<file path="src/rtl/markup_entity_codec_defines.svh">
// Assertion macros shared by the markup entity codec RTL.
// No dependencies; included by the modules that carry assertions.
`ifndef MARKUP_ENTITY_CODEC_DEFINES_SVH
`define MARKUP_ENTITY_CODEC_DEFINES_SVH
`ifndef SYNTHESIS
`define MEC_ASSERT(lbl, prop, msg) \
  lbl: assert property (@(posedge clk_i) disable iff (!rst_ni) prop) else $error(msg);
`define MEC_ASSERT_ALWAYS(lbl, prop, msg) \
  lbl: assert property (@(posedge clk_i) prop) else $error(msg);
`else
`define MEC_ASSERT(lbl, prop, msg)
`define MEC_ASSERT_ALWAYS(lbl, prop, msg)
`endif
`endif

</file>
<file path="src/rtl/mec_pkg.sv">
// Types, constants and entity tables of the markup entity codec.
// No dependencies; imported by every module of the codec.
package mec_pkg;

  localparam int unsigned HOLD_MAX  = 5;
  localparam int unsigned SEQ_MAX   = 6;
  localparam int unsigned ENT_NUM   = 7;
  localparam int unsigned CNT_W     = 3;
  localparam int unsigned Q_DEPTH   = 2;
  localparam int unsigned Q_PTR_W   = 1;
  localparam int unsigned Q_CNT_W   = 2;

  localparam logic [7:0] CH_AMP   = 8'h26;
  localparam logic [7:0] CH_LT    = 8'h3c;
  localparam logic [7:0] CH_GT    = 8'h3e;
  localparam logic [7:0] CH_QUOT  = 8'h22;
  localparam logic [7:0] CH_APOS  = 8'h27;
  localparam logic [7:0] CH_SPACE = 8'h20;

  localparam int unsigned ENT_AMP  = 0;
  localparam int unsigned ENT_LT   = 1;
  localparam int unsigned ENT_GT   = 2;
  localparam int unsigned ENT_QUOT = 3;
  localparam int unsigned ENT_APOS = 4;

  typedef enum logic {
    REG_DIRECTION = 1'b0,
    REG_DIALECT   = 1'b1
  } cfg_reg_e;

  typedef enum logic {
    DIR_ESCAPE   = 1'b0,
    DIR_UNESCAPE = 1'b1
  } dir_e;

  typedef enum logic {
    DIALECT_HTML = 1'b0,
    DIALECT_XML  = 1'b1
  } dialect_e;

  typedef struct packed {
    logic [7:0] in_byte;
    logic       in_last;
  } in_item_t;

  typedef struct packed {
    logic [7:0] out_byte;
    logic       run_last;
    logic       string_end;
  } out_item_t;

  // Byte 0 is the leftmost character.
  typedef logic [0:SEQ_MAX-1][7:0] seq_t;

  typedef struct packed {
    seq_t             bytes;
    logic [CNT_W-1:0] count;
  } seq_run_t;

  // One queued job: a run of output bytes caused by one input beat.
  typedef struct packed {
    seq_run_t run;
    logic     last;
  } job_t;

  typedef struct packed {
    logic       full;
    logic       prefix;
    logic [7:0] val;
  } match_t;

  localparam seq_t ENT_TXT [ENT_NUM] = '{
    {"&amp;", 8'h00},
    {"&lt;", 16'h0000},
    {"&gt;", 16'h0000},
    "&quot;",
    "&apos;",
    "&nbsp;",
    {"&#39;", 8'h00}
  };

  localparam logic [CNT_W-1:0] ENT_LEN [ENT_NUM] = '{
    3'd5, 3'd4, 3'd4, 3'd6, 3'd6, 3'd6, 3'd5
  };

  localparam logic [7:0] ENT_VAL [ENT_NUM] = '{
    CH_AMP, CH_LT, CH_GT, CH_QUOT, CH_APOS, CH_SPACE, CH_APOS
  };

  // Bit e set means entity e belongs to the dialect.
  localparam logic [ENT_NUM-1:0] ENT_IN_HTML = 7'b0111111;
  localparam logic [ENT_NUM-1:0] ENT_IN_XML  = 7'b1011111;

  function automatic seq_run_t esc_expand(logic [7:0] b, logic xml);
    seq_run_t r;
    r          = '0;
    r.bytes[0] = b;
    r.count    = 3'd1;
    unique case (b)
      CH_AMP: begin
        r.bytes = ENT_TXT[ENT_AMP];
        r.count = ENT_LEN[ENT_AMP];
      end
      CH_LT: begin
        r.bytes = ENT_TXT[ENT_LT];
        r.count = ENT_LEN[ENT_LT];
      end
      CH_GT: begin
        r.bytes = ENT_TXT[ENT_GT];
        r.count = ENT_LEN[ENT_GT];
      end
      CH_QUOT: begin
        r.bytes = ENT_TXT[ENT_QUOT];
        r.count = ENT_LEN[ENT_QUOT];
      end
      CH_APOS: begin
        if (xml) begin
          r.bytes = ENT_TXT[ENT_APOS];
          r.count = ENT_LEN[ENT_APOS];
        end
      end
      default: ;
    endcase
    return r;
  endfunction

  // Compares the first n bytes of win with every entity of the dialect.
  function automatic match_t ent_classify(seq_t win, logic [CNT_W-1:0] n, logic xml);
    match_t             m;
    logic [ENT_NUM-1:0] en;
    logic               same;
    m  = '0;
    en = xml ? ENT_IN_XML : ENT_IN_HTML;
    for (int e = 0; e < ENT_NUM; e++) begin
      same = 1'b1;
      for (int i = 0; i < SEQ_MAX; i++) begin
        if (i < int'(n) && win[i] != ENT_TXT[e][i]) begin
          same = 1'b0;
        end
      end
      if (en[e] && same && n <= ENT_LEN[e]) begin
        if (n == ENT_LEN[e]) begin
          m.full = 1'b1;
          m.val  = ENT_VAL[e];
        end else begin
          m.prefix = 1'b1;
        end
      end
    end
    return m;
  endfunction

endpackage

</file>
<file path="src/rtl/mec_front.sv">
// Front end of the codec: accepts input beats, holds entity prefixes and
// turns the other accepted beats into jobs of output bytes. Depends on mec_pkg.
`include "markup_entity_codec_defines.svh"

module mec_front (
  input  logic              clk_i,
  input  logic              rst_ni,
  input  logic              cfg_we_i,
  input  mec_pkg::cfg_reg_e cfg_idx_i,
  input  logic              cfg_data_i,
  input  logic              accept_i,
  input  mec_pkg::in_item_t in_data_i,
  output logic              push_o,
  output mec_pkg::job_t     job_o
);
  import mec_pkg::*;

  dir_e             dir_q, dir_d;
  dialect_e         dialect_q, dialect_d;
  logic [CNT_W-1:0] hold_cnt_q, hold_cnt_d;
  logic [7:0]       hold_q [HOLD_MAX];
  logic [7:0]       hold_d [HOLD_MAX];

  seq_t             buf_s;
  logic [CNT_W-1:0] n_s;
  match_t           m_s;
  seq_run_t         esc_s;
  logic             last_s;

  always_comb begin
    dir_d     = dir_q;
    dialect_d = dialect_q;
    if (cfg_we_i) begin
      unique case (cfg_idx_i)
        REG_DIRECTION: dir_d     = dir_e'(cfg_data_i);
        REG_DIALECT:   dialect_d = dialect_e'(cfg_data_i);
        default: ;
      endcase
    end
  end

  // The held bytes followed by the new byte, oldest first.
  always_comb begin
    buf_s = '0;
    for (int i = 0; i < HOLD_MAX; i++) begin
      buf_s[i] = (i < int'(hold_cnt_q)) ? hold_q[i] : 8'h00;
    end
    buf_s[hold_cnt_q] = in_data_i.in_byte;
  end

  assign n_s    = hold_cnt_q + 3'd1;
  assign last_s = in_data_i.in_last;
  assign m_s    = ent_classify(buf_s, n_s, dialect_q == DIALECT_XML);
  assign esc_s  = esc_expand(in_data_i.in_byte, dialect_q == DIALECT_XML);

  always_comb begin
    job_o      = '0;
    job_o.last = last_s;
    push_o     = 1'b0;
    hold_cnt_d = hold_cnt_q;
    for (int i = 0; i < HOLD_MAX; i++) begin
      hold_d[i] = hold_q[i];
    end
    if (cfg_we_i) begin
      // A register write drops whatever is held without emitting it.
      hold_cnt_d = '0;
    end else if (accept_i) begin
      if (dir_q == DIR_ESCAPE) begin
        job_o.run = esc_s;
        push_o    = 1'b1;
      end else if (m_s.full) begin
        job_o.run.bytes[0] = m_s.val;
        job_o.run.count    = 3'd1;
        push_o             = 1'b1;
        hold_cnt_d         = '0;
      end else if (m_s.prefix && !last_s) begin
        hold_cnt_d = n_s;
        for (int i = 0; i < HOLD_MAX; i++) begin
          hold_d[i] = buf_s[i];
        end
      end else if (hold_cnt_q != '0 && in_data_i.in_byte == CH_AMP && !last_s) begin
        // The held bytes after the leading ampersand hold no ampersand, so a
        // failed prefix is emitted as is and a new ampersand starts over.
        job_o.run.bytes = buf_s;
        job_o.run.count = hold_cnt_q;
        push_o          = 1'b1;
        hold_cnt_d      = 3'd1;
        hold_d[0]       = CH_AMP;
      end else begin
        job_o.run.bytes = buf_s;
        job_o.run.count = n_s;
        push_o          = 1'b1;
        hold_cnt_d      = '0;
      end
    end
  end

  always_ff @(posedge clk_i or negedge rst_ni) begin
    if (!rst_ni) begin
      dir_q      <= DIR_ESCAPE;
      dialect_q  <= DIALECT_XML;
      hold_cnt_q <= '0;
    end else begin
      dir_q      <= dir_d;
      dialect_q  <= dialect_d;
      hold_cnt_q <= hold_cnt_d;
    end
  end

  always_ff @(posedge clk_i) begin
    for (int i = 0; i < HOLD_MAX; i++) begin
      hold_q[i] <= hold_d[i];
    end
  end

  `MEC_ASSERT(a_hold_starts_amp, hold_cnt_q != '0 |-> hold_q[0] == CH_AMP, "held run lost its ampersand")
  `MEC_ASSERT(a_cfg_clears_hold, cfg_we_i |=> hold_cnt_q == '0, "register write left bytes held")

endmodule

</file>
<file path="src/rtl/mec_queue.sv">
// Short job queue that decouples the front end from the output side.
// Depends on mec_pkg.
`include "markup_entity_codec_defines.svh"

module mec_queue (
  input  logic          clk_i,
  input  logic          rst_ni,
  input  logic          push_i,
  input  mec_pkg::job_t push_data_i,
  input  logic          pop_i,
  output mec_pkg::job_t head_o,
  output logic          valid_o,
  output logic          full_o
);
  import mec_pkg::*;

  job_t               mem_q [Q_DEPTH];
  logic [Q_PTR_W-1:0] wr_ptr_q, wr_ptr_d;
  logic [Q_PTR_W-1:0] rd_ptr_q, rd_ptr_d;
  logic [Q_CNT_W-1:0] cnt_q, cnt_d;

  assign head_o  = mem_q[rd_ptr_q];
  assign valid_o = cnt_q != '0;
  assign full_o  = cnt_q == Q_CNT_W'(Q_DEPTH);

  always_comb begin
    wr_ptr_d = push_i ? wr_ptr_q + 1'b1 : wr_ptr_q;
    rd_ptr_d = pop_i ? rd_ptr_q + 1'b1 : rd_ptr_q;
    case ({push_i, pop_i})
      2'b10:   cnt_d = cnt_q + 1'b1;
      2'b01:   cnt_d = cnt_q - 1'b1;
      default: cnt_d = cnt_q;
    endcase
  end

  always_ff @(posedge clk_i or negedge rst_ni) begin
    if (!rst_ni) begin
      wr_ptr_q <= '0;
      rd_ptr_q <= '0;
      cnt_q    <= '0;
    end else begin
      wr_ptr_q <= wr_ptr_d;
      rd_ptr_q <= rd_ptr_d;
      cnt_q    <= cnt_d;
    end
  end

  always_ff @(posedge clk_i) begin
    if (push_i) begin
      mem_q[wr_ptr_q] <= push_data_i;
    end
  end

  `MEC_ASSERT(a_no_push_full, push_i |-> !full_o || pop_i, "job pushed into a full queue")

endmodule

</file>
<file path="src/rtl/mec_emit.sv">
// Output side of the codec: walks the job at the head of the queue and
// sends one byte per beat through an output register. Depends on mec_pkg.
`include "markup_entity_codec_defines.svh"

module mec_emit (
  input  logic               clk_i,
  input  logic               rst_ni,
  input  mec_pkg::job_t      head_i,
  input  logic               head_valid_i,
  output logic               pop_o,
  input  logic               out_stall_i,
  output logic               out_valid_o,
  output mec_pkg::out_item_t out_data_o
);
  import mec_pkg::*;

  logic [CNT_W-1:0] idx_q, idx_d;
  logic             out_valid_q, out_valid_d;
  out_item_t        out_q, out_d;
  logic             load_s;
  logic             take_s;
  logic             run_end_s;

  // The output register can take a byte when empty or being drained.
  assign load_s    = !out_valid_q || !out_stall_i;
  assign take_s    = load_s && head_valid_i;
  assign run_end_s = idx_q == CNT_W'(head_i.run.count - 3'd1);
  assign pop_o     = take_s && run_end_s;

  always_comb begin
    idx_d       = idx_q;
    out_valid_d = load_s ? head_valid_i : out_valid_q;
    out_d       = out_q;
    if (take_s) begin
      idx_d            = run_end_s ? '0 : idx_q + 3'd1;
      out_d.out_byte   = head_i.run.bytes[idx_q];
      out_d.run_last   = run_end_s;
      out_d.string_end = run_end_s && head_i.last;
    end
  end

  always_ff @(posedge clk_i or negedge rst_ni) begin
    if (!rst_ni) begin
      idx_q       <= '0;
      out_valid_q <= 1'b0;
    end else begin
      idx_q       <= idx_d;
      out_valid_q <= out_valid_d;
    end
  end

  always_ff @(posedge clk_i) begin
    out_q <= out_d;
  end

  assign out_valid_o = out_valid_q;
  assign out_data_o  = out_q;

  `MEC_ASSERT(a_idx_in_run, head_valid_i |-> idx_q < head_i.run.count, "byte index past end of run")
  `MEC_ASSERT_ALWAYS(a_reset_quiet, !rst_ni |=> !out_valid_o, "output valid during reset")

endmodule

</file>
<file path="src/rtl/markup_entity_codec.sv">
// Top level of the markup entity codec: front end, job queue and output side.
// Depends on mec_pkg, mec_front, mec_queue and mec_emit.
//
//   channel   direction  handshake                 payload
//   in        input      in_valid_i / in_stall_o   in_data_i  (in_item_t)
//   out       output     out_valid_o / out_stall_i out_data_o (out_item_t)
//   cfg       input      cfg_we_i                  cfg_idx_i, cfg_data_i
//
// A beat is classified in the cycle it is accepted; its job is registered in the
// queue, and its bytes go from the queue head to the output register, one byte
// per cycle while out_stall_i is low. A job stays at the queue head until its
// last byte is loaded; an escape that yields an entity holds the output side for each byte.
// The two-entry job queue sets when in_stall_o rises; stalls on the output
// hold the queue and, once it is full, the input.
// Reset is asynchronous and clears all control state; no clearing pass follows.
`include "markup_entity_codec_defines.svh"

module markup_entity_codec (
  input  logic               clk_i,
  input  logic               rst_ni,
  input  logic               cfg_we_i,
  input  mec_pkg::cfg_reg_e  cfg_idx_i,
  input  logic               cfg_data_i,
  input  logic               in_valid_i,
  output logic               in_stall_o,
  input  mec_pkg::in_item_t  in_data_i,
  output logic               out_valid_o,
  input  logic               out_stall_i,
  output mec_pkg::out_item_t out_data_o
);
  import mec_pkg::*;

  logic accept_s;
  logic push_s;
  job_t job_s;
  job_t head_s;
  logic head_valid_s;
  logic full_s;
  logic pop_s;

  assign in_stall_o = full_s;
  assign accept_s   = in_valid_i && !full_s;

  mec_front u_front (
    .clk_i      (clk_i),
    .rst_ni     (rst_ni),
    .cfg_we_i   (cfg_we_i),
    .cfg_idx_i  (cfg_idx_i),
    .cfg_data_i (cfg_data_i),
    .accept_i   (accept_s),
    .in_data_i  (in_data_i),
    .push_o     (push_s),
    .job_o      (job_s)
  );

  mec_queue u_queue (
    .clk_i       (clk_i),
    .rst_ni      (rst_ni),
    .push_i      (push_s),
    .push_data_i (job_s),
    .pop_i       (pop_s),
    .head_o      (head_s),
    .valid_o     (head_valid_s),
    .full_o      (full_s)
  );

  mec_emit u_emit (
    .clk_i        (clk_i),
    .rst_ni       (rst_ni),
    .head_i       (head_s),
    .head_valid_i (head_valid_s),
    .pop_o        (pop_s),
    .out_stall_i  (out_stall_i),
    .out_valid_o  (out_valid_o),
    .out_data_o   (out_data_o)
  );

  `MEC_ASSERT(a_stall_when_full, full_s |-> in_stall_o, "input taken while the queue is full")

endmodule
</file>
<file path="config.mk">
export PLATFORM = sky130hd
export DESIGN_NAME = markup_entity_codec
export DESIGN_NICKNAME = d
export VERILOG_FILES = /design/src/rtl/mec_pkg.sv /design/src/rtl/mec_front.sv /design/src/rtl/mec_queue.sv /design/src/rtl/mec_emit.sv /design/src/rtl/markup_entity_codec.sv
export VERILOG_INCLUDE_DIRS = /design/src /design/src/rtl
export SDC_FILE = /design/constraint.sdc
export NUM_CORES = 1
export LEC_CHECK = 0
export ABC_AREA = 1
export BUFFER_PORTS_ARGS = -buffer_cell sky130_fd_sc_hd__buf_2
export CAP_MARGIN = 0
export CORE_ASPECT_RATIO = 1.5
export CORE_UTILIZATION = 45
export CTS_CLUSTER_SIZE = 10
export DETAILED_ROUTE_END_ITERATION = 7
export PLACE_DENSITY = 0.66
export SKIP_LAST_GASP = 1
export SYNTH_ARGS = -nofsm -noshare
export SYNTH_HDL_FRONTEND = slang
export SYNTH_SLANG_ARGS = --single-unit
</file>
<file path="constraint.sdc">
create_clock -name clk_i -period 5.6 [get_ports clk_i]
set_clock_uncertainty 0.1 [all_clocks]
set_input_delay 0.28 -clock clk_i [delete_from_list [all_inputs] [get_ports clk_i]]
set_output_delay 0.28 -clock clk_i [all_outputs]
set_load 0.05 [all_outputs]
</file>
* After elaboration in Yosys (flattened, before gate mapping) *
Memories as Yosys holds them, arrays and structs flattened.
Cells that the tools add are included.

word-level totals
  register bits = 23
  memory bits (writable) = 144
  input bits = 16
  output and inout port bits = 12
  memories = 2

memory list
  memory          words  bits a word  read ports  clocked after Yosys merged registers in  wr ports  line             text
  u_queue.mem_q   2      52           1           0                                        1         mec_queue.sv:17  job_t mem_q [Q_DEPTH];
  u_front.hold_q  5      8            5           0                                        5         mec_front.sv:21  logic [7:0] hold_q [HOLD_MAX];

cells by class
  $add $sub $neg = 7
  $lt $le $gt $ge = 17
  equality and inequality tests = 35
  muxes and demuxes = 107
  bitwise gates (word level) = 3
  reductions and logical operators = 62

operator list
  kind                  count
  $mux W51              5
  $pmux W51 S5          1
  $mux W40              5
  $mux W8               17
  $ne A8 B7 Y1 const B  16
  $mux W10              7
  $mux W1               57
  $ne A8 B6 Y1 const B  7
  $bwmux W48            1
  $logic_and A1 B1 Y1   47
  $eq A8 B6 Y1 const B  5
  $mux W32              1
  $bmux W8 S3           1
  $demux W8 S3          1
  $mux W3               8
  $reduce_bool A8 Y1    2
  $lt A1 B3 Y1 const A  4
  $lt A2 B3 Y1 const A  4
  $eq A3 B3 Y1 const B  3
  $le A3 B3 Y1 const B  3
  $lt A3 B3 Y1 const A  3
  $ge A4 B4 Y1 const B  2
  $not A3 Y4            2
  $reduce_bool A2 Y1    4
  other kinds (17)      25

* Longest topological paths before layout *
  depth in word-level cells = 37
  depth in mapped cells = 25
  depth with buffers taken out = 23

* Hierarchy *
Synthesis repeated with hierarchy kept, for this count alone.

second synthesis, totals
  cells, all modules = 1152
  area total of the unflattened synthesis = 9457.8 µm²

modules (own cells, without submodules)
  module               times used  cells an instance  area an instance (µm²)  sequential area each (µm²)
  mec_front            1           696                4317.9                  1327.5
  mec_queue            1           295                4063.9                  3223.1
  mec_emit             1           159                1066.0                  400.4
  markup_entity_codec  1           2                  10.0                    0.0

* Worst setup path before layout *
No wires, ideal clock.

  path type = register to register
  start = register u_front.hold_cnt_q[0]
  end = memory u_queue.mem_q[1][0] in the netlist's numbering, enable pin
  setup time = 462 ps
  data arrival time = 4576 ps
  required time = 5038 ps
  path slack = 462 ps
  stages on the path, launching flop included = 19
  buffers on the path = 2
  path through = dfrtp_1 > buf_4 > inv_4 > buf_2 > ha_1 > inv_1 > o21ai_0 > inv_1 > a21oi_1 > nor2_1 > nand3_1 > nand2_1 > nor2_1 > nand2_1 > nand2_2 > inv_2 > nand2_2 > nand2_2 > nor2_1

between the ends
  longest elaborated chain between the ends = 37
  elaborated cells between the ends (all ways) = 158
  those cells by class = add/sub: 1; order compare: 16; eq/ne: 26; mux: 71; bitwise: 1; reduce/logical: 43

ends and longest elaborated chain
  what                                                                line              text
  start, declared                                                     mec_front.sv:20   logic [CNT_W-1:0] hold_cnt_q, hold_cnt_d;
  start signal, assigned                                              mec_front.sv:106  hold_cnt_q <= hold_cnt_d;
  $not A3 Y4 (implied by the code)                                    mec_front.sv:48   buf_s[hold_cnt_q] = in_data_i.in_byte;
  $ge A4 B4 Y1 (implied by the code) or $lt A4 B1 Y1 (tied branches)  mec_front.sv:48
  $logic_and A1 B1 Y1 (implied by the code)                           mec_front.sv:48
  $mux W8 (implied by the code)                                       mec_front.sv:48
  $demux W8 S3                                                        mec_front.sv:48
  $bwmux W48                                                          mec_front.sv:48
  $ne A8 B6 Y1                                                        mec_pkg.sv:137    if (i < int'(n) && win[i] != ENT_TXT[e][i]) begin
  $logic_and A1 B1 Y1                                                 mec_pkg.sv:137
  [21 not listed]                                                     --
  $logic_and A1 B1 Y1                                                 mec_front.sv:76   end else if (m_s.prefix && !last_s) begin
  $mux W1                                                             mec_front.sv:76
  $mux W1 *                                                           mec_front.sv:71   end else if (m_s.full) begin
  $mux W1 *                                                           mec_front.sv:68   if (dir_q == DIR_ESCAPE) begin
  $mux W1 *                                                           mec_front.sv:67   end else if (accept_i) begin
  $mux W1 *                                                           mec_front.sv:64   if (cfg_we_i) begin
  $mux W1 *                                                           mec_queue.sv:49   if (push_i) begin
  $mux W1 (implied by the code) *                                     mec_queue.sv:50   mem_q[wr_ptr_q] <= push_data_i;
  end, declared                                                       mec_queue.sv:17

Every way passes the cells marked *; elsewhere a longest branch is shown, timed or not.

==> impl_table.tex <==
\begin{tabular}{lr}
\hline
Metric & Value \\
\hline
\multicolumn{2}{l}{\textbf{Outcome}} \\
\quad Run status & finished, final reports clean \\
\multicolumn{2}{l}{\textbf{Floorplan}} \\
\quad Placeable core area & 19300 µm² \\
\quad Boundary Pins & 28 \\
\quad Initial standard-cell utilization of the core & 46.2\% \\
\quad Chip height & 175 µm \\
\quad Width of the die & 117 µm \\
\quad Total Die Area & 20400 µm² \\
\quad Site Rows & 62 \\
\multicolumn{2}{l}{\textbf{Layout}} \\
\quad Fillcell total & 1747 \\
\quad Layout cells sized above 1 & 10.8\% \\
\quad Layout net count & 1009 \\
\quad Count of antenna diodes in the layout & 0 \\
\quad Share of the core filled with cells & 51.0\% \\
\quad Layout Area Growth over Synthesis & 10.4\% \\
\multicolumn{2}{l}{\textbf{Timing}} \\
\quad Final hold vios & 0 \\
\quad Unrepaired setup endpoints after global routing & false \\
\quad Final Cycle Share & 82.0\% \\
\quad Sum Neg Setup Slack & 0 ns \\
\quad Measured slew at the worst slew-check pin & 1.05 ns \\
\quad Max-slew headroom & 29.7\% \\
\quad Period minus WS final & 4.59 ns \\
\quad Total setup violations reported at the end of the flow & 0 \\
\quad Number of pins exceeding their max-slew limit in the final report & 0 \\
\quad Hold\_ws & 0.0123 ns \\
\quad Max Clock Freq & 0.218 GHz \\
\multicolumn{2}{l}{\textbf{Routing}} \\
\quad Number of design-rule violations left by the first detailed-router iteration & 667 \\
\quad Number of vias after detailed routing & 7122 \\
\quad DRC violation count after routing & 0 \\
\quad Antenna violation net count after detailed routing & 0 \\
\quad Final routed wirelength across all metal layers & 24.2 mm \\
\quad Routed vias/inst & 5.67 \\
\quad Wirelength per Cell & 19.2 µm \\
\quad Number of optimization iterations in the first detailed-route pass & 6 \\
\multicolumn{2}{l}{\textbf{CTS}} \\
\quad CTS H-tree depth & 4 \\
\quad Clock tree from TritonCTS & built \\
\quad Root buf cell & sky130\_fd\_sc\_hd\_\_clkbuf\_16 \\
\quad Num Clock Sinks & 167 \\
\quad Number of buffers inserted during clock tree synthesis & 17 \\
\quad Clock transition at the registers of the reported paths & 0.07 ns \\
\quad Clock latency reported for the late side of the worst-skew pair & 0.43 ns \\
\quad Number of buffers on the longest clock path & 2 \\
\multicolumn{2}{l}{\textbf{GRT}} \\
\quad Pin count of the biggest net entering global routing & 55 \\
\quad Number of global-route vias before repair & 6927 \\
\quad First-pass GRT wire length & 37.1 mm \\
\quad Initial antenna violation count & 0 \\
\quad GRT overflow & 0 \\
\quad Total track usage & 25.0\% \\
\multicolumn{2}{l}{\textbf{Logic synthesis}} \\
\quad Cell count after synthesis & 977 \\
\quad Number of different library cells in the post-synthesis netlist & 49 \\
\quad Top cells by area, synth & sky130\_fd\_sc\_hd\_\_edfxtp\_1 52\%, sky130\_fd\_sc\_hd\_\_nand2\_1 8.5\%, sky130\_fd\_sc\_hd\_\_nor2\_1 6.6\% \\
\quad Mapped Nets & 998 \\
\quad Ys async rst share & 7.78\% \\
\quad EDFF count, synth & 154 \\
\quad Portion of synthesized cell area occupied by the leading cell type & 51.8\% \\
\quad Dominant register cell in the synthesized netlist & sky130\_fd\_sc\_hd\_\_edfxtp\_1 \\
\quad Number of warnings printed during yosys synthesis & 0 \\
\quad Mean Syn Cell Area & 9.14 µm² \\
\quad Sequential area share after synthesis & 55.4\% \\
\quad Cell area after synthesis & 8930 µm² \\
\quad Synthesis-stage register bit count & 167 \\
\quad Post-synth top area cell & sky130\_fd\_sc\_hd\_\_edfxtp\_1 \\
\multicolumn{2}{l}{\textbf{Pwr}} \\
\quad Worst IR Drop VDD & 0.217 mV \\
\quad Share of power burned in combinational logic & 28.3\% \\
\quad Sequential group share of total power & 41.2\% \\
\quad Power per standard cell area & 402 nW/µm² \\
\quad Net switching power & 1400 µW \\
\quad Internal Dissipation & 2560 µW \\
\quad Static Leakage & 0.00380 µW \\
\quad Clock network fraction of design power & 30.5\% \\
\quad Sw Share & 35.3\% \\
\multicolumn{2}{l}{\textbf{Worst hold path}} \\
\quad Hold wc startpoint & cfg\_we\_i \\
\quad Cell count of the worst hold path & 2 \\
\quad Type of the most critical hold path & in2reg \\
\quad Hold EP & u\_front.dir\_q \\
\multicolumn{2}{l}{\textbf{Place}} \\
\quad Post-detail-place hpwl & 17.7 mm \\
\quad RD Place Congestion & 0.986 \\
\quad Number of I/O port buffers & 27 \\
\multicolumn{2}{l}{\textbf{Critical path}} \\
\quad Critical path arrival & 4.71 ns \\
\quad Max FO, Critical Path & 49 \\
\quad Endpoint type of the worst setup path & flip-flop \\
\quad Worst-case reg-to-reg path depth & 15 \\
\quad Worst r2r dst & u\_queue.mem\_q[1][35] \\
\quad CP Data Required Time & 5.72 ns \\
\quad Type of the worst setup path & reg2reg \\
\quad Category of the worst setup path launch point & flip-flop \\
\quad Beginning of the worst register-to-register path & u\_front.hold\_cnt\_q[0] \\
\quad Register-to-register setup slack & 1.01 ns \\
\multicolumn{2}{l}{\textbf{Job}} \\
\quad Count of max-cap constraint violations & 0 \\
\hline
\end{tabular}
-- metrics by stage --
stage                     area (µm²)  total power (µW)  cells  setup WS [ns]
after detailed placement        9210              2780   1221           1.10
after CTS                       9860              3990   1257           1.07
after floorplan                 8930              2470    977          0.462
final                           9860              3960   1257           1.01
after global routing            9860              4150   1257          0.587
after global placement          9210              2770   1221           1.18
-- layout make-up --
type	count	area (µm²)	share of cell area (%)
flip-flops and latches	167	4950	50.2
repair buffers	41	263	2.67
clock buffers	17	425	4.32
inverters	89	337	3.41
clock inverters	15	181	1.84
well taps	256	320	3.25
multi-input cells	672	3380	34.3
-- cells in the mapped netlist, drive strengths merged (2+ instances only) --
cell type and n:
a21oi 49, o32ai 12, o22ai 4, xor2 5, buf 25, nor2 164
nand3 83, mux2i 14, nor3 10, nand4 24, nand2 212, a31oi 3
o221ai 12, nor4 4, nand3b 2, dfrtp 12, o211ai 4, xnor2 2
ha 5, a32o 4, clkbuf 24, o21ai 50, a22oi 4, inv 88
edfxtp 154
-- critical path, stage by stage, from the launching register on --
cell                      delay, ns
sky130_fd_sc_hd__dfrtp_1       1.04
sky130_fd_sc_hd__inv_4         0.31
sky130_fd_sc_hd__ha_1          0.46
sky130_fd_sc_hd__inv_1         0.10
sky130_fd_sc_hd__o21ai_0       0.45
sky130_fd_sc_hd__inv_1         0.12
sky130_fd_sc_hd__a21oi_1       0.15
sky130_fd_sc_hd__nor2_1        0.08
sky130_fd_sc_hd__nand3_1       0.08
sky130_fd_sc_hd__nand2_1       0.05
sky130_fd_sc_hd__nor2_1        0.13
sky130_fd_sc_hd__nand2_1       0.08
sky130_fd_sc_hd__nand2_2       0.08
sky130_fd_sc_hd__buf_4         0.42
sky130_fd_sc_hd__nand3_1       0.36
sky130_fd_sc_hd__nor2_1        0.35
-- cells by family (layout without fill, tap and decap cells) --
family	count (synthesis)	in the layout	synth area share, %
compound gates	146	146	10.3
xor+xnor	7	7	0.686
fa+ha+maj	5	5	0.700
buf+inv	138	162	6.82
flops	167	167	55.4
mux	14	14	1.57
simple gates	500	500	24.5
-- what timing repair did --
action,in CTS,in global routing
resized for setup,0,0
hold buffers,4,0
hold endpoints to repair,15,0
setup buffers,0,0
-- layout by cell type, fill, tap and decap left out, drive strengths merged, types with 3 or more instances in the layout --
master	count
a21oi	49
a22oi	4
a31oi	3
a32o	4
buf	37
clkbuf	17
clkinv	3
dfrtp	12
dlygate4sd3	4
edfxtp	154
ha	5
inv	97
mux2i	14
nand2	212
nand3	83
nand4	24
nor2	164
nor3	10
nor4	4
o211ai	4
o21ai	50
o221ai	12
o22ai	4
o32ai	12
xor2	5
-- routing by layer --
layer | routed length (µm) | GRT usage (%)
met1 | 9140 | 28.2
met2 | 12300 | 43.1
met3 | 1280 | 4.08
met4 | 1510 | 15.7
met5 | 0 | 0
-- worst max-delay path by stage --
stage                                     start              endpoint  slack, ns  cells past startpoint
final                     u_front.hold_cnt_q[0]  u_queue.mem_q[1][35]       1.01                     15
after CTS                 u_front.hold_cnt_q[0]  u_queue.mem_q[1][35]       1.07                     15
after detailed placement  u_front.hold_cnt_q[0]  u_queue.mem_q[0][35]       1.10                     15
after global routing      u_front.hold_cnt_q[0]  u_queue.mem_q[1][35]       0.59                     15
after global placement    u_front.hold_cnt_q[0]  u_queue.mem_q[0][35]       1.18                     15
after floorplan           u_front.hold_cnt_q[0]   u_queue.mem_q[1][0]       0.46                     18
-- sequential cells by signal (all words and copies together), names as in the netlist --
| register | flops |
|---|---|
| u_front.hold_cnt_q | 3 |
| u_front.dir_q | 1 |
| u_front.dialect_q | 1 |
| u_emit.out_valid_o | 1 |
| u_queue.wr_ptr_q | 1 |
| u_queue.mem_q | 104 |
| u_queue.rd_ptr_q | 1 |
| u_emit.out_data_o | 10 |
| u_front.hold_q | 40 |
| u_emit.idx_q | 3 |
| u_queue.cnt_q | 2 |
-- power by group through the flow --
stage               combinational, µW  clock (µW)  sequential [µW]
finish                           1120        1210             1630
global route                     1220        1270             1650
CTS                              1130        1220             1630
detailed placement               1120           0             1660
global placement                 1120           0             1650
floorplan                         684           0             1780
Power figures use the tool's default switching activity.
